==> src/bbrb_pkg.sv <==
`default_nettype none
package bbrb_pkg;

    localparam int PIX_W  = 8;
    localparam int KREG_W = 4;
    localparam int IW_W   = 11;
    localparam int IH_W   = 16;

    localparam logic [3:0] MAX_RESULTS = 4'd8;

    // register indexes on the APB port
    localparam logic [1:0] REG_KERNEL_W = 2'd0;
    localparam logic [1:0] REG_KERNEL_H = 2'd1;
    localparam logic [1:0] REG_IMAGE_W  = 2'd2;
    localparam logic [1:0] REG_IMAGE_H  = 2'd3;

    typedef enum logic [5:0] {
        ST_IDLE = 6'b000001,
        ST_CHK  = 6'b000010,
        ST_SUM  = 6'b000100,
        ST_TAIL = 6'b001000,
        ST_DIV  = 6'b010000,
        ST_PUT  = 6'b100000
    } state_t;

    typedef struct packed {
        logic accept;
        logic finish;
        logic start_res;
        logic sum_step;
        logic tail;
        logic div_step;
        logic put;
    } cmd_t;

    typedef struct packed {
        logic ignore;
        logic more;
        logic sum_last;
        logic div_last;
        logic out_free;
    } sts_t;

endpackage
`default_nettype wire

==> src/bbrb_ctrl.sv <==
`default_nettype none
module bbrb_ctrl
    import bbrb_pkg::*;
(
    input  wire logic aclk,
    input  wire logic aresetn,
    input  wire logic s_valid,
    output logic      s_ready,
    input  wire sts_t st,
    output cmd_t      cmd
);
    state_t state_reg, state_next;

    always_comb begin
        state_next = state_reg;
        cmd        = '0;
        s_ready    = 1'b0;
        unique case (state_reg)
            ST_IDLE: begin
                s_ready = 1'b1;
                if (s_valid && !st.ignore) begin
                    cmd.accept = 1'b1;
                    state_next = ST_CHK;
                end
            end
            ST_CHK: begin
                if (st.more) begin
                    cmd.start_res = 1'b1;
                    state_next    = ST_SUM;
                end else begin
                    cmd.finish = 1'b1;
                    state_next = ST_IDLE;
                end
            end
            ST_SUM: begin
                cmd.sum_step = 1'b1;
                if (st.sum_last) begin
                    state_next = ST_TAIL;
                end
            end
            ST_TAIL: begin
                cmd.tail   = 1'b1;
                state_next = ST_DIV;
            end
            ST_DIV: begin
                cmd.div_step = 1'b1;
                if (st.div_last) begin
                    state_next = ST_PUT;
                end
            end
            ST_PUT: begin
                if (st.out_free) begin
                    cmd.put    = 1'b1;
                    state_next = ST_CHK;
                end
            end
            default: state_next = ST_IDLE;
        endcase
    end

    always_ff @(posedge aclk) begin
        if (!aresetn) begin
            state_reg <= ST_IDLE;
        end else begin
            state_reg <= state_next;
        end
    end
endmodule
`default_nettype wire

==> config.mk <==
export PLATFORM = sky130hd
export DESIGN_NAME = bbrb_ctrl
export DESIGN_NICKNAME = d
export VERILOG_FILES = /design/src/bbrb_pkg.sv /design/src/bbrb_ctrl.sv
export SDC_FILE = /design/constraint.sdc
export NUM_CORES = 1
export LEC_CHECK = 0
export ABC_AREA = 1
export BUFFER_PORTS_ARGS = -buffer_cell sky130_fd_sc_hd__buf_2
export CORE_AREA = 10 10 47 49
export CTS_CLUSTER_DIAMETER = 80
export DETAILED_ROUTE_END_ITERATION = 8
export DIE_AREA = 0 0 57 59
export GPL_ROUTABILITY_DRIVEN = 1
export PLACE_DENSITY_LB_ADDON = 0.1
export SETUP_SLACK_MARGIN = 0.2
export SLEW_MARGIN = 10
export SYNTH_ARGS = -nofsm -noshare
export SYNTH_HDL_FRONTEND = slang
export SYNTH_SLANG_ARGS = --single-unit
==> constraint.sdc <==
create_clock -name aclk -period 1.1 [get_ports aclk]
set_input_delay 0.275 -clock aclk [delete_from_list [all_inputs] [get_ports aclk]]
set_output_delay 0.275 -clock aclk [all_outputs]
set_load 0.02 [all_outputs]
==> run metrics, run 1 <==
Clk network pwr share 21.7%; Initial Utilization 27.05%; synthesized area about 380 sq um; max incr delay on CP 0.33 ns; Critical Path Fanout Max 5; Detail Route Antenna Nets 0; CTS tree yes; switching power approximately 0.00036 W; P&R area growth vs syn 135.0%; CTS Buf Count 3; cell accounting for the most synthesized area dfxtp_1; Clock Latency Late Sink 0.26 ns; clock slew at reported path FFs 0.05 ns; CP most frequent cell nor2_4; Clock Skew ~0.0093 ns; fin cells 119; HPWL after DPL 917.7 um; Reg power frac 26.9%; sw frac 36.38%; first drt pass iteration count 4; GP Congestion 0.7383; Root Buffer clkbuf_4; grt total ovfl 0; Syn. warnings 0; post-synthesis sequential area ratio between 30% and 40%; clk buf depth 2; Setup-failing EPs final 14; Placed Area 589.3 sq um; run status finished, violations left; routed vias 535; Worst Max-Slew Pin Slew 0.2489 ns; Synth area leaders dfxtp_1 32%, inv_1 13%, nand4_1 9.9%; top cell type's share of synthesized area 31.68%; routed len/inst 11.78 um; max-cap check violation count 0; WP data arrival 1.21 ns; Die W 57 um; largest net degree at the start of global routing 7; Syn Inst Count 59; cts hold-fix bufs 0; Residual DRC 0; startpoint types flip-flop; Int Pwr 0.0006365 W; gr usage total 8.116%; Leak 0.4327 nW; Synthesized Nets 67; vias in the first global route 501; Final Max Tran Viols 0; Fin. Hold Viols 0; combinational power share between 50% and 60%; # clock sinks 6; Core ar. 0.001401 sq mm; worst setup margin -0.3860 ns; synth unique cells 12; number of synthesized flops with an enable pin 0; DRT iter0 DRCs 8; CP required between 0.8 and 0.9 ns; maximum vdd drop between 0.9 and 1 mV; layout cells sized above 1 72.82%; r2r worst-path depth 9; Design Area, Final between 800 and 900 sq um; global-route wire length before repair about 2.1 mm; PD cells around 1100 mW/mm^2; CP Capture Type output port; RSZ-0062 raised after global routing yes; Hold Slack 0.3449 ns; Hold Path Class in2reg; most numerous cell in the Yosys netlist inv_1; fmax 0.6729 GHz; Inst Count DP 98; CTS H-tree lvls 1; # rows 14; die area about 0.0034 sq mm; synthesis-stage register bit count 6; ant diodes 0; WHS Path Cells 3; Slew HR between 80% and 90%; failing checks setup timing; Period Utilization, post-route 135.1%; max FFs per register 6; Avg Cell Area, Syn 6.426 sq um; async set-reset flop share out of synthesis 0%; critical-path cell list nor2_4 -> nand4_4 -> nor2_4 -> buf_6; Port Buffer Count 15; Synth Flop Type dfxtp_1; IO Pins 16; die height 59 um; Avg Vias per Cell 4.496; fin nets 113; Slowest cell on crit path dfxtp_2; WS Path Type reg2out; initial antenna violation count 0; Final min period 1.486 ns; Detailed Route WL 1.402 mm; most instantiated cells after synthesis 13 x inv_1, 10 x nor2_1, 7 x nand2_1, 6 x dfxtp_1, 6 x nand4_1
==> cells by family after synthesis <==
group | Yosys count | synth area share (%)
AOI/OAI and AO/OA | 4 | 5.281
buffers and inverters | 15 | 14.85
DFF | 6 | 31.68
and+or+nand+nor | 34 | 48.19
==> layout by cell type, fill, tap and decap left out, drive strengths merged <==
master and count:
a21oi 4, buf 41, clkbuf 3, dfxtp 6, inv 15, nand2 7, nand3 4, nand3b 1
nand4 7, nor2 15
==> per-stage QoR <==
step	power, W	utilization, %	setup WS (ns)	TNS [ns]
6_report	0.001001	63.57	-0.3860	-4.125
3_5_place_dp	0.0005617	42.05	-0.1861	-1.116
2_1_floorplan	0.0004722	-	-0.02383	-0.02383
4_1_cts	0.0009025	54.91	-0.3940	-3.464
5_1_grt	0.001061	63.57	-0.4490	-4.990
3_3_place_gp	0.0005653	42.05	-0.1762	-1.013
==> worst max-delay path, delay by kind of cell, from the launching register on <==
kind	cells	cell delay [ns]
DFF	1	0.33
buffers and inverters	1	0.12
and+or+nand+nor	3	0.52
==> worst paths after layout <==
path                  endpoint  slack [ns]         start
setup / recovery        cmd[4]       -0.39  state_reg[5]
hold / removal    state_reg[0]        0.34         st[3]
setup reg to reg  state_reg[5]       -0.26  state_reg[2]
hold reg to reg   state_reg[5]        0.62  state_reg[4]
==> area by class of cell <==
cell class | instances | area (sq um)
multi-input cells | 38 | 307.8
repair buffers | 41 | 351.6
well taps | 16 | 20.02
fillers | 128 | 510.5
inverters | 15 | 56.30
clock buffers | 3 | 22.52
flip-flops and latches | 6 | 132.6
==> what timing repair did <==
| item | in CTS | in global routing |
|---|---|---|
| buffers inserted | 11 | 7 |
| endpoints found under the setup margin | 14 | 14 |
| pin swaps | 10 | 12 |
| gates resized for setup | 22 | 14 |
==> power groups by stage <==
stage / Clock (W) / Combinational, W / Sequential (W)
2_1_floorplan: 0 / 0.000202 / 0.000270
3_5_place_dp: 0 / 0.000288 / 0.000273
4_1_cts: 0.000221 / 0.000412 / 0.000270
6_report: 0.000218 / 0.000514 / 0.000269
5_1_grt: 0.000237 / 0.000556 / 0.000269
3_3_place_gp: 0 / 0.000292 / 0.000273
==> routing by layer <==
layer	wire length [um]	share of wire [%]	GRT usage, %	up-vias
met2	691	49	12.09	18
met3	109	7.8	4.292	5
met5	0	0	0	-
met4	35	2.5	6.040	0
li1	-	-	-	277
met1	566	40	8.534	235
(Power assumes the default switching activity.)
==> run 2, diff against run 1 <==
==> constraint.sdc (replaced) <==
create_clock -name aclk -period 1.3 [get_ports aclk]
set_input_delay 0.325 -clock aclk [delete_from_list [all_inputs] [get_ports aclk]]
set_output_delay 0.325 -clock aclk [all_outputs]
set_load 0.02 [all_outputs]
==> run 2 against run 1 <==
  * Sequential cell count is the same
  * Sequential power shrank 16%
  * Design area shrank 14%
  * Setup slack gained 0.16 ns
  * The flow still finishes with violations (setup timing)
  * Die area is the same
  * Clock-buffer cell count is the same
  * Final cell count shrank 6.7%
  * Critical path depth is the same
==> run metrics, run 2 (synthesis gave the netlist of run 1 again) <==
startpoint types flip-flop; Period Utilization, post-route 117.7%; Power, Total 0.0006737 W; CP Capture Type output port; setup_tns -1.919 ns; Worst Max-Slew Pin Slew 0.2266 ns; CTS H-tree lvls 1; WHS Path Cells 4; commonest cells after routing, fill and taps aside 17 x buf_4, 9 x inv_1, 9 x buf_6; Core ar. 0.001401 sq mm; grt total ovfl 0; reg2reg start state_reg[3]; commonest non-fill, non-tap cell in the layout buf_4; first drt pass iteration count 5; fmax 0.6536 GHz; WP data arrival 1.20 ns; fin nets 105; HPWL after DPL 895.3 um; Clock Skew roughly 0.0064 ns; global-route wire length before repair around 2.2 mm; initial antenna violation count 0; RSZ-0062 raised after global routing yes; DRT iter0 DRCs 5; Critical Path Fanout Max 6; Hold Path Class in2reg; largest net degree at the start of global routing 7; GP Congestion approximately 0.73; Final min period 1.530 ns; Clock Latency Late Sink 0.25 ns; Residual DRC 0; PD cells just under 900 mW/mm^2; die area 0.003363 sq mm; vias in the first global route 512; max FFs per register 6; run status finished, violations left; routed vias 491; IO Pins 16; Worst R2R End state_reg[0]; layout cells sized above 1 a little over two thirds; routed len/inst about 12 um; Leak around 0.38 nW; CTS tree yes; Final Max Tran Viols 0; CTS Buf Count 3; worst reg-to-reg setup slack -0.18 ns; Detailed Route WL 1.293 mm; Avg Vias per Cell 4.423; Die W 57 um; worst setup margin -0.2300 ns; min-delay src st[2]; failing checks setup timing; r2r worst-path depth 11; Slew HR 84.88%; max incr delay on CP 0.34 ns; Root Buffer clkbuf_4; CP required slightly below 1 ns; WS Path Type reg2out; gr usage total 8.464%; Initial Utilization 27.05%; CP most frequent cell nor2_4; clock slew at reported path FFs 0.05 ns; # clock sinks 6; clk buf depth 2; hold endpoint state_reg[2]; P&R area growth vs syn 103.0%; ant diodes 0; Slowest cell on crit path dfxtp_2; max-cap check violation count 0; # rows 14; Fin. Hold Viols 0; Detail Route Antenna Nets 0; maximum vdd drop around 0.48 mV; Setup-failing EPs final 10; die height 59 um; critical-path cell list nor2_4 -> nand4_4 -> nor2_4 -> buf_6; Port Buffer Count 15
[run 2: cell count changes in the layout (fill, tap and decap cells not counted)]
cell     before  now
a21oi_1       1    2
a21oi_2       3    2
buf_12        1    0
buf_4        20   17
buf_6        13    9
dfxtp_2       4    5
dfxtp_4       2    1
nand3_1       0    1
nand3_2       2    3
nand3_4       2    0
nor2_1        4    3
nor2_2        2    5
nor2_4        9    7
[run 2: final cells by class]
type / count / area [sq um]
multi-input cells: 38 / 276.5
clock buffers: 3 / 22.52
fillers: 138 / 631.9
flip-flops and latches: 6 / 130.1
repair buffers: 33 / 264.0
well taps: 16 / 20.02
inverters: 15 / 56.30
[run 2: what timing repair did]
action | 4_1_cts | 5_1_grt
endpoints found under the setup margin | 13 | 14
resized for setup | 29 | 1
hold buffers | 0 | 0
buffers inserted | 11 | 2
pin swaps | 10 | 2
[run 2: through the flow]
stage / setup slack (ns) / utilization (%) / hold slack [ns] / cell area (sq um) / instances
after detailed placement: -0.01362 / 40.27 / 0.6142 / 564.3 / 95
after CTS: -0.2250 / 53.66 / 0.3919 / 752.0 / 109
after global placement: -0.005721 / 40.27 / 0.6116 / 564.3 / 95
final: -0.2300 / 54.91 / 0.3998 / 769.5 / 111
after floorplan: 0.1260 / - / 0.5089 / 431.7 / 59
after global routing: -0.3078 / 54.91 / 0.4299 / 769.5 / 111
[run 2: layer usage]
| metal | GRT usage [%] | wire length (um) | up-vias |
|---|---|---|---|
| met5 | 0 | 0 | - |
| met4 | 6.040 | 12 | 0 |
| met3 | 4.506 | 139 | 2 |
| met2 | 11.78 | 602 | 14 |
| met1 | 9.615 | 539 | 214 |
| li1 | - | - | 261 |
[run 2: power breakdown]
group          internal, W  switching (W)  total [W]
logic             0.000115       0.000160   0.000275
registers         0.000206      0.0000199   0.000226
clock network     0.000105      0.0000689   0.000173
[run 2: how the worst max path moves through the flow]
stage | from | endpoint | slack, ns | depth (start not counted)
2_1_floorplan | state_reg[5] | cmd[4] | 0.13 | 3
3_3_place_gp | state_reg[5] | cmd[4] | -0.006 | 4
3_5_place_dp | state_reg[5] | cmd[4] | -0.01 | 4
4_1_cts | state_reg[4] | cmd[4] | -0.23 | 4
5_1_grt | state_reg[5] | cmd[5] | -0.31 | 4
6_report | state_reg[5] | cmd[4] | -0.23 | 4
[run 2: critical path, delay by kind of cell, from the launching register on]
| kind | cells | cell delay, ns |
|---|---|---|
| flip-flops | 1 | 0.34 |
| AND/OR/NAND/NOR | 3 | 0.50 |
| buffers and inverters | 1 | 0.12 |
